--- src/rtl/assert_macros.svh ---
// Assertion helpers for the RTL.
`ifndef ASSERT_MACROS_SVH
`define ASSERT_MACROS_SVH

`ifndef SYNTHESIS

// Same-cycle implication.
`define VRBS_ASSERT_NOW(label, clk, rst, ante, cons, msg) \
  label: assert property (@(posedge clk) disable iff (rst) (ante) |-> (cons)) \
    else $error(msg);

// Next-cycle implication.
`define VRBS_ASSERT_NEXT(label, clk, rst, ante, cons, msg) \
  label: assert property (@(posedge clk) disable iff (rst) (ante) |=> (cons)) \
    else $error(msg);

`else

`define VRBS_ASSERT_NOW(label, clk, rst, ante, cons, msg)
`define VRBS_ASSERT_NEXT(label, clk, rst, ante, cons, msg)

`endif

`endif

--- src/rtl/vrbs_pkg.sv ---
package vrbs_pkg;

  localparam int STACK_BYTES = 1024;
  localparam int MAX_READ    = 64;
  localparam int ADDR_W      = $clog2(STACK_BYTES);
  localparam int OFS_W       = ADDR_W + 1;
  localparam int LEN_W       = 11;
  localparam int SUM_W       = ((OFS_W > LEN_W) ? OFS_W : LEN_W) + 1;
  localparam int CNT_W       = $clog2(MAX_READ + 1);
  localparam int HDR_BYTES   = 4;
  localparam int HDR_IDX_W   = $clog2(HDR_BYTES);

  typedef enum logic [2:0] {
    MODE_PUSH  = 3'd0,
    MODE_POP   = 3'd1,
    MODE_PEEK  = 3'd2,
    MODE_CLEAR = 3'd3,
    MODE_QUERY = 3'd4
  } mode_t;

  typedef enum logic [2:0] {
    ST_IDLE,
    ST_HDR,
    ST_RDH0,
    ST_RDH1,
    ST_SETUP,
    ST_STREAM
  } state_t;

  typedef struct packed {
    logic       status;
    logic [7:0] out_byte;
    logic       byte_valid;
    logic       last_out;
    logic       is_empty;
    logic       is_full;
  } res_t;

  typedef struct packed {
    logic              we;
    logic [ADDR_W-1:0] waddr;
    logic [7:0]        wdata;
    logic              re;
    logic [ADDR_W-1:0] raddr;
  } ram_req_t;

endpackage

--- src/rtl/vrbs_ctl.sv ---
module vrbs_ctl import vrbs_pkg::*; (
  input  logic             clk,
  input  logic             rst,
  input  logic             in_valid,
  output logic             in_stall,
  input  logic [2:0]       mode,
  input  logic [7:0]       data_byte,
  input  logic [LEN_W-1:0] length,
  input  logic             last,
  output logic             res_valid,
  output res_t             res,
  input  logic             res_ready,
  output ram_req_t         ram_req,
  input  logic [7:0]       ram_rdata
);

  state_t state, state_next;

  logic [OFS_W-1:0]     top, top_next;
  logic                 rec_open, rec_open_next;
  logic                 rec_rej, rec_rej_next;
  logic [LEN_W-1:0]     wo, wo_next;
  logic [LEN_W-1:0]     pend_len, pend_len_next;
  logic [ADDR_W-1:0]    wptr, wptr_next;
  logic [HDR_IDX_W-1:0] hdr_idx, hdr_idx_next;
  logic [OFS_W-1:0]     base, base_next;
  logic [LEN_W-1:0]     rd_len, rd_len_next;
  logic                 is_pop, is_pop_next;
  logic [7:0]           h_lo, h_lo_next;
  logic [LEN_W-1:0]     h, h_next;
  logic [CNT_W-1:0]     cnt, cnt_next;
  logic [CNT_W-1:0]     idx, idx_next;
  logic [ADDR_W-1:0]    rptr, rptr_next;

  logic                 accept;
  logic                 empty_now;
  logic [SUM_W-1:0]     top_ext;
  logic [SUM_W-1:0]     len_ext;
  logic                 no_room;
  logic [LEN_W-1:0]     pe;
  logic                 rej_eff;
  logic [LEN_W-1:0]     wo_eff;
  logic                 do_write;
  logic [SUM_W-1:0]     first_sum;
  logic [ADDR_W-1:0]    wr_addr;
  logic [SUM_W-1:0]     hb_sum;
  logic [SUM_W-1:0]     adv_sum;
  logic [OFS_W-1:0]     pop_top;
  logic [LEN_W-1:0]     min_hl;
  logic [CNT_W-1:0]     cnt_calc;
  logic                 stream_last;
  logic [15:0]          hdr_word;
  logic [15:0]          h_word;

  assign accept    = in_valid && (state == ST_IDLE) && res_ready;
  assign in_stall  = !((state == ST_IDLE) && res_ready);
  assign empty_now = (top == OFS_W'(STACK_BYTES));

  assign top_ext   = SUM_W'(top);
  assign len_ext   = SUM_W'(length);
  assign no_room   = top_ext < (len_ext + SUM_W'(HDR_BYTES));
  assign pe        = rec_open ? pend_len : length;
  assign rej_eff   = rec_open ? rec_rej : no_room;
  assign wo_eff    = rec_open ? wo : '0;
  assign do_write  = !rej_eff && (wo_eff < pe);
  assign first_sum = top_ext - len_ext;
  assign wr_addr   = rec_open ? wptr : first_sum[ADDR_W-1:0];
  assign hb_sum    = top_ext - SUM_W'(pe) - SUM_W'(HDR_BYTES);

  // Pop frees the header and the whole record, capped at the store top.
  assign adv_sum   = SUM_W'(base) + SUM_W'(HDR_BYTES) + SUM_W'(h);
  assign pop_top   = (adv_sum > SUM_W'(STACK_BYTES)) ? OFS_W'(STACK_BYTES)
                                                     : adv_sum[OFS_W-1:0];
  assign min_hl    = (h < rd_len) ? h : rd_len;
  assign cnt_calc  = (min_hl > LEN_W'(MAX_READ)) ? CNT_W'(MAX_READ)
                                                 : min_hl[CNT_W-1:0];
  assign stream_last = ((idx + CNT_W'(1)) == cnt);
  assign hdr_word  = 16'(pend_len);
  assign h_word    = {ram_rdata, h_lo};

  // Next state
  always_comb begin
    state_next = state;
    unique case (state)
      ST_IDLE: begin
        if (accept) begin
          if (mode == MODE_PUSH) begin
            if (last && !rej_eff) state_next = ST_HDR;
          end else if ((mode == MODE_POP) || (mode == MODE_PEEK)) begin
            if (!empty_now) state_next = ST_RDH0;
          end
        end
      end
      ST_HDR: begin
        if (hdr_idx == HDR_IDX_W'(HDR_BYTES - 1)) state_next = ST_IDLE;
      end
      ST_RDH0:  state_next = ST_RDH1;
      ST_RDH1:  state_next = ST_SETUP;
      ST_SETUP: begin
        if (cnt_calc != '0) state_next = ST_STREAM;
        else if (res_ready) state_next = ST_IDLE;
      end
      ST_STREAM: begin
        if (res_ready && stream_last) state_next = ST_IDLE;
      end
      default: state_next = ST_IDLE;
    endcase
  end

  // Register next values
  always_comb begin
    top_next      = top;
    rec_open_next = rec_open;
    rec_rej_next  = rec_rej;
    wo_next       = wo;
    pend_len_next = pend_len;
    wptr_next     = wptr;
    hdr_idx_next  = hdr_idx;
    base_next     = base;
    rd_len_next   = rd_len;
    is_pop_next   = is_pop;
    h_lo_next     = h_lo;
    h_next        = h;
    cnt_next      = cnt;
    idx_next      = idx;
    rptr_next     = rptr;
    unique case (state)
      ST_IDLE: begin
        if (accept) begin
          if (mode == MODE_PUSH) begin
            rec_open_next = 1'b1;
            pend_len_next = pe;
            rec_rej_next  = rej_eff;
            wo_next       = do_write ? (wo_eff + LEN_W'(1)) : wo_eff;
            wptr_next     = do_write ? (wr_addr + ADDR_W'(1)) : wr_addr;
            if (last) begin
              rec_open_next = 1'b0;
              rec_rej_next  = 1'b0;
              wo_next       = '0;
              hdr_idx_next  = '0;
              if (!rej_eff) top_next = hb_sum[OFS_W-1:0];
            end
          end else begin
            // Any other mode drops an open record.
            rec_open_next = 1'b0;
            rec_rej_next  = 1'b0;
            wo_next       = '0;
            if (mode == MODE_CLEAR) top_next = OFS_W'(STACK_BYTES);
            base_next   = top;
            rd_len_next = length;
            is_pop_next = (mode == MODE_POP);
          end
        end
      end
      ST_HDR:  hdr_idx_next = hdr_idx + HDR_IDX_W'(1);
      ST_RDH0: h_lo_next = ram_rdata;
      ST_RDH1: h_next = h_word[LEN_W-1:0];
      ST_SETUP: begin
        cnt_next  = cnt_calc;
        idx_next  = '0;
        rptr_next = base[ADDR_W-1:0] + ADDR_W'(HDR_BYTES + 1);
        if (is_pop && ((cnt_calc != '0) || res_ready)) top_next = pop_top;
      end
      ST_STREAM: begin
        if (res_ready) begin
          idx_next  = idx + CNT_W'(1);
          rptr_next = rptr + ADDR_W'(1);
        end
      end
      default: ;
    endcase
  end

  // Outputs
  always_comb begin
    res            = '0;
    res.last_out   = 1'b1;
    res.is_empty   = (top_next == OFS_W'(STACK_BYTES));
    res_valid      = 1'b0;
    ram_req        = '0;
    unique case (state)
      ST_IDLE: begin
        if (accept) begin
          res_valid = 1'b1;
          unique case (mode) inside
            MODE_PUSH: begin
              res.status    = rej_eff;
              ram_req.we    = do_write;
              ram_req.waddr = wr_addr;
              ram_req.wdata = data_byte;
            end
            MODE_POP, MODE_PEEK: begin
              res_valid     = empty_now;
              res.status    = 1'b1;
              ram_req.re    = !empty_now;
              ram_req.raddr = top[ADDR_W-1:0];
            end
            MODE_QUERY: res.is_full = no_room;
            default: ;
          endcase
        end
      end
      ST_HDR: begin
        ram_req.we    = 1'b1;
        ram_req.waddr = top[ADDR_W-1:0] + ADDR_W'(hdr_idx);
        case (hdr_idx)
          HDR_IDX_W'(0): ram_req.wdata = hdr_word[7:0];
          HDR_IDX_W'(1): ram_req.wdata = hdr_word[15:8];
          default:       ram_req.wdata = 8'h00;
        endcase
      end
      ST_RDH0: begin
        ram_req.re    = 1'b1;
        ram_req.raddr = base[ADDR_W-1:0] + ADDR_W'(1);
      end
      ST_RDH1: ;
      ST_SETUP: begin
        // Nothing to stream: one empty beat closes the item.
        res_valid     = (cnt_calc == '0);
        ram_req.re    = (cnt_calc != '0);
        ram_req.raddr = base[ADDR_W-1:0] + ADDR_W'(HDR_BYTES);
      end
      ST_STREAM: begin
        res_valid      = 1'b1;
        res.out_byte   = ram_rdata;
        res.byte_valid = 1'b1;
        res.last_out   = stream_last;
        ram_req.re     = res_ready && !stream_last;
        ram_req.raddr  = rptr;
      end
      default: ;
    endcase
  end

  always_ff @(posedge clk) begin
    if (rst) begin
      state    <= ST_IDLE;
      top      <= OFS_W'(STACK_BYTES);
      rec_open <= 1'b0;
      rec_rej  <= 1'b0;
      wo       <= '0;
    end else begin
      state    <= state_next;
      top      <= top_next;
      rec_open <= rec_open_next;
      rec_rej  <= rec_rej_next;
      wo       <= wo_next;
    end
  end

  always_ff @(posedge clk) begin
    pend_len <= pend_len_next;
    wptr     <= wptr_next;
    hdr_idx  <= hdr_idx_next;
    base     <= base_next;
    rd_len   <= rd_len_next;
    is_pop   <= is_pop_next;
    h_lo     <= h_lo_next;
    h        <= h_next;
    cnt      <= cnt_next;
    idx      <= idx_next;
    rptr     <= rptr_next;
  end

endmodule

--- config.mk ---
export PLATFORM = sky130hd
export DESIGN_NAME = vrbs_ctl
export DESIGN_NICKNAME = d
export VERILOG_FILES = /design/src/rtl/assert_macros.svh /design/src/rtl/vrbs_pkg.sv /design/src/rtl/vrbs_ctl.sv
export SDC_FILE = /design/constraint.sdc
export NUM_CORES = 1
export LEC_CHECK = 0
export BUFFER_PORTS_ARGS = -buffer_cell sky130_fd_sc_hd__buf_4
export CAP_MARGIN = 25
export CORE_MARGIN = 1.5
export CORE_UTILIZATION = 44
export CTS_CLUSTER_DIAMETER = 30
export DETAILED_ROUTE_END_ITERATION = 10
export GPL_TIMING_DRIVEN = 0
export PLACE_DENSITY_LB_ADDON = 0.12
export REMOVE_ABC_BUFFERS = 1
export SYNTH_ARGS = -nofsm -noshare
export SYNTH_HDL_FRONTEND = slang
export SYNTH_SLANG_ARGS = --single-unit
--- constraint.sdc ---
create_clock -name clk -period 6.8 [get_ports clk]
set_clock_uncertainty 0.05 [all_clocks]
set_input_delay 1.02 -clock clk [delete_from_list [all_inputs] [get_ports clk]]
set_output_delay 1.02 -clock clk [all_outputs]
set_load 0.05 [all_outputs]
# After elaboration in Yosys (flattened, before gate mapping)
# Cells that the tools add are included.
[classes]
n_eq_ne = 24
n_mux = 56
n_div = 0
n_reduce_logical = 28
n_shift = 0
n_mul = 0
order_cmp = 5
add_sub_neg = 15
n_bitwise = 1
[op_table]
columns = ["op", "count"]
rows = [
  ["$mux 11", 14],
  ["$pmux 11 s4", 1],
  ["$mux 10", 4],
  ["$pmux 19 s2", 1],
  ["$add 10x1->10 const B", 3],
  ["$mux 30", 1],
  ["$mux 3", 9],
  ["$add 11x3->12 const B", 2],
  ["$eq 11x11->1 const B", 2],
  ["$lt 11x11->1", 2],
  ["$pmux 11 s2", 1],
  ["$add 10x3->10 const B", 2],
  ["$pmux 10 s2", 1],
  ["$mux 19", 1],
  ["$pmux 3 s6", 1],
  ["$pmux 8 s2", 1],
  ["$mux 7", 2],
  ["$pmux 7 s2", 1],
  ["$add 12x11->12", 1],
  ["$eq 3x2->1 const B", 4],
  ["$gt 12x11->1 const B", 1],
  ["$lt 11x12->1", 1],
  ["$mux 1", 12],
  ["$add 11x1->11 const B", 1],
  ["35 further kinds", 60],
]
[totals]
elab_cells = 145
romBits = 0
latchBits = 0
register_bits = 116
out_inout_bits = 45
in_bits = 35
n_memories = 0
mem_bits_rw = 0

# Depth between registers and ports, before layout
[depth]
depth_word = 10
mapped_depth = 19

# Worst setup path before layout
# OpenSTA, ideal clock, no wires.
[synth_path]
path_kind = "input to output"
start = "input port length[4]"
end = "output port res[1] (netlist bit)"
required_time_ns = 5.730
t_arrival_ns = 4.269
path_slack_ns = 1.461
path_stages = 14
path_buffers = 0
path_cell_list = "inv_1 nor4_1 nand4_1 xor2_1 ha_1 a21o_1 a21oi_1 nor2b_1 a221oi_2 a31o_2 o221ai_4 a221o_1 nor4_1 and4_1"
[synth_lines]
columns = ["item", "line", "text"]
rows = [
  ["from (decl)", "vrbs_ctl.sv:8", "input logic [LEN_W-1:0] length,"],
  ["to (decl)", "vrbs_ctl.sv:11", "output res_t res,"],
]

==> summary.txt <==
Outcome
  • Status: complete, no violations

STA
  • Crit path time final: 6.28 ns
  • Fmax: 159 MHz
  • Final Setup Violations: 0
  • Least-Margin Pin Slew: 1.00 ns
  • Max Slew Vio Count: 0
  • Normalized max-slew margin: 33.2%
  • Hold Slack: 0.373 ns
  • RSZ-0062 raised after global routing: no
  • Setup TNS: 0 ns
  • Hold Fails Final Rpt: 0
  • Final period utilization: 92.4%

Clock network
  • Clock buffer depth: 2
  • Clock Sinks: 116
  • CTS tree: built
  • CTS Hold Bufs: 0
  • Count of cells resized by post-cts repair: 0
  • Clk_lat worst skew: 0.43 ns
  • Post-CTS setup buffer count: 0
  • CTS H-Tree Depth: 4
  • Clk root buf: clkbuf_16
  • CTS buffer count: 17
  • Reg clk slew, reported paths: 0.06 ns

Critical path
  • CP top delay family: compound AO/OA/AOI/OAI gates
  • Worst path max stage delay: 0.69 ns
  • Critical setup path kind: input pin to primary output
  • CP required: 5.73 ns
  • Sequence of cells on the critical path: buf_4 -> inv_1 -> nor4_1 -> nand4_1 -> xor2_1 -> ha_1 -> nand3_1 -> a21oi_1 -> o41ai_1 -> a221oi_2 -> a31o_2 -> o221ai_4 -> a221o_1 -> nor4_1 -> and4_1 -> buf_4
  • WP buf/inv: 3
  • Crit path max fanout: 8
  • Worst path arrival time: 5.21 ns
  • Critical Path Source Type: input pin
  • CP endpoint kind: primary output
  • Slowest cell on crit path: a221oi_2

Synth
  • Post-Synth XOR/XNOR Area: 7.43%
  • YS warnings: 0
  • Mux cell area share after synthesis: 1.69%
  • Simple-Gate Fraction of Synth Area: 19.1%
  • Seq cells post-synth: 116
  • Area share of fa/ha/maj cells after synthesis: 13.6%
  • Largest family of logic cells by synthesized area: simple AND/OR/NAND/NOR gates
  • Gate count after technology mapping: 981
  • Mapped Area: 0.00896 mm2
  • Ys flop type: edfxtp_1
  • Syn avg cell area: 9.14 um2
  • Yosys cell types: 78
  • Register area share after synthesis: 35.9%
  • Number of synthesized flops with an enable pin: 89
  • Compound-Gate Fraction of Synth Area: 16.9%
  • Share of synthesized registers carrying an async set or reset: 0%

Floorplan
  • Die width: 146 um
  • Initial Utilization: 44.6%
  • I/O pins: 80
  • Die Y: 146 um
  • # rows: 52
  • Die area: 0.0212 mm2
  • Core area: 0.0201 mm2

Place
  • GP Congestion: 0.946
  • Dpl hpwl: 19,600 um
  • Dpl cells: 1,304
  • Placed inst area: 0.00986 mm2
  • PortBufs: 79

Global routing
  • Total gr overflow: 0
  • Antenna violations before repair: 0
  • Gr usage total: 24.0%
  • Maximum number of pins on one net before global-route repair: 45
  • Number of global-route vias before repair: 7,167
  • First-pass GRT wire length: 39,200 um

Power and ir drop
  • Pwr dens: 188 mW/mm2
  • Peak supply drop: 0.000166 V
  • Static leakage: 4.27 nW

Job
  • Max-cap violations: 0

Final layout
  • Fin area: 0.0105 mm2
  • Fin cells: 1,336
  • Fin util: 52.1%
  • Layout cells sized above 1: 13.7%
  • Area growth syn-to-layout: 16.8%
  • Diodes inserted: 0
  • Final nets: 1,183

Min path
  • Worst hold-check path type: register to register

Drt
  • Routed Antenna Nets: 0
  • Initial DRC count: 566
  • # DRC: 0
  • Drt pass-1 iters: 5
  • Vias per cell: 5.60
  • Routed Wire Length: 24,900 um
  • Via count: 7,488
  • Post-DR wirelength/cell: 18.7 um
flip-flops by register name (all words and copies together) (netlist names), 7 cells and up:
signal    cells
pend_len     11
rptr         10
cnt           7
idx           7
top          11
base         11
h            11
wo           11
rd_len       11
h_lo          8
wptr         10
cells in the mapped netlist, types with 5 or more instances:
cell      instances  area share [%]
xor2_1           29             2.8
o21a_1           14             1.2
nand2b_1         12            0.84
a21o_1            9            0.75
nor4_1           12            0.84
buf_1             8            0.34
nand2_1          75             3.1
a31oi_1           7            0.49
inv_1            92             3.9
o22ai_1          12            0.84
nor3b_1           8            0.67
or3_1             7            0.49
ha_1             91              13
and2_1            8            0.56
mux2i_1          14             1.6
a22oi_1           6            0.50
a32o_1            8            0.89
nor2_1           81             3.4
and3_1           17             1.2
xnor2_1          47             4.6
a221o_1           9             1.0
a211oi_1          5            0.42
nand3_1          29             1.6
clkbuf_1         20            0.84
nor3_1           24             1.3
nor2b_1          21             1.5
edfxtp_1         89              30
dfxtp_1          27             6.0
a21oi_1          47             2.6
nand4_1          11            0.77
o21ai_0          45             2.5
o21ai_1           7            0.39
a22o_1            6            0.59
power breakdown:
part	switching, W	internal [W]	total, W
clock	0.000390	0.000558	0.000947
sequential	0.0000110	0.000771	0.000782
combinational	0.000144	0.0000958	0.000240
total	0.000544	0.00142	0.00197
path summary, 6_finish.rpt:
check,slack [ns],to,depth (start not counted),from
setup / recovery,0.52,res[1],16,length[4]
hold / removal,0.37,h[1],0,h_lo[1]
setup reg to reg,2.48,wo[10],13,top[0]
hold reg to reg,0.37,h[1],0,h_lo[1]
per-layer routing:
layer  vias up  global-route usage, %  part of all wire, %
met4         0                   9.29                  3.1
met3        35                   5.05                  4.6
met1      3532                   30.7                   45
met5         -                      0                    0
met2       188                   39.7                   47
li1       3733                      -                    -
cell families after synthesis:
kind of cell / after synthesis
xor+xnor: 76
compound gates: 218
fa+ha+maj: 95
mux: 15
buf+inv: 126
simple gates: 335
flops: 116
metrics by stage:
stage	setup slack (ns)	power, W
after floorplan	1.36	0.000953
after global placement	0.541	0.00103
after detailed placement	0.568	0.00103
after CTS	0.554	0.00198
after global routing	0.204	0.00204
final	0.518	0.00197
cell type report:
| type | instances | area (um2) |
|---|---|---|
| clock buffer | 17 | 425 |
| clock inverter | 15 | 184 |
| fill | 1874 | 9640 |
| inverter | 94 | 353 |
| multi-input combinational | 739 | 5270 |
| sequential | 116 | 3210 |
| tap | 270 | 338 |
| timing repair buffer | 85 | 683 |
layout by cell type, fill, tap and decap left out, drive strengths merged, types with 4 or more instances in the layout:
| cell type | n |
|---|---|
| a21oi | 47 |
| a31oi | 8 |
| buf | 85 |
| a22o | 7 |
| xor2 | 29 |
| clkinv | 5 |
| nand3 | 29 |
| or4 | 6 |
| nand3b | 4 |
| and3 | 18 |
| a221oi | 6 |
| fa | 4 |
| or3 | 7 |
| a221o | 12 |
| nor2b | 21 |
| a22oi | 6 |
| and4 | 4 |
| nor3 | 27 |
| o41ai | 4 |
| nor2 | 82 |
| a32o | 8 |
| inv | 102 |
| nor4 | 12 |
| nand2 | 76 |
| nand2b | 12 |
| o21ai | 52 |
| clkbuf | 17 |
| mux2i | 14 |
| o21a | 14 |
| ha | 91 |
| and2 | 11 |
| edfxtp | 89 |
| nor3b | 8 |
| a21o | 9 |
| nand4 | 11 |
| a211oi | 5 |
| o22ai | 12 |
| dfxtp | 27 |
| xnor2 | 47 |
Power figures use the tool's default switching activity.
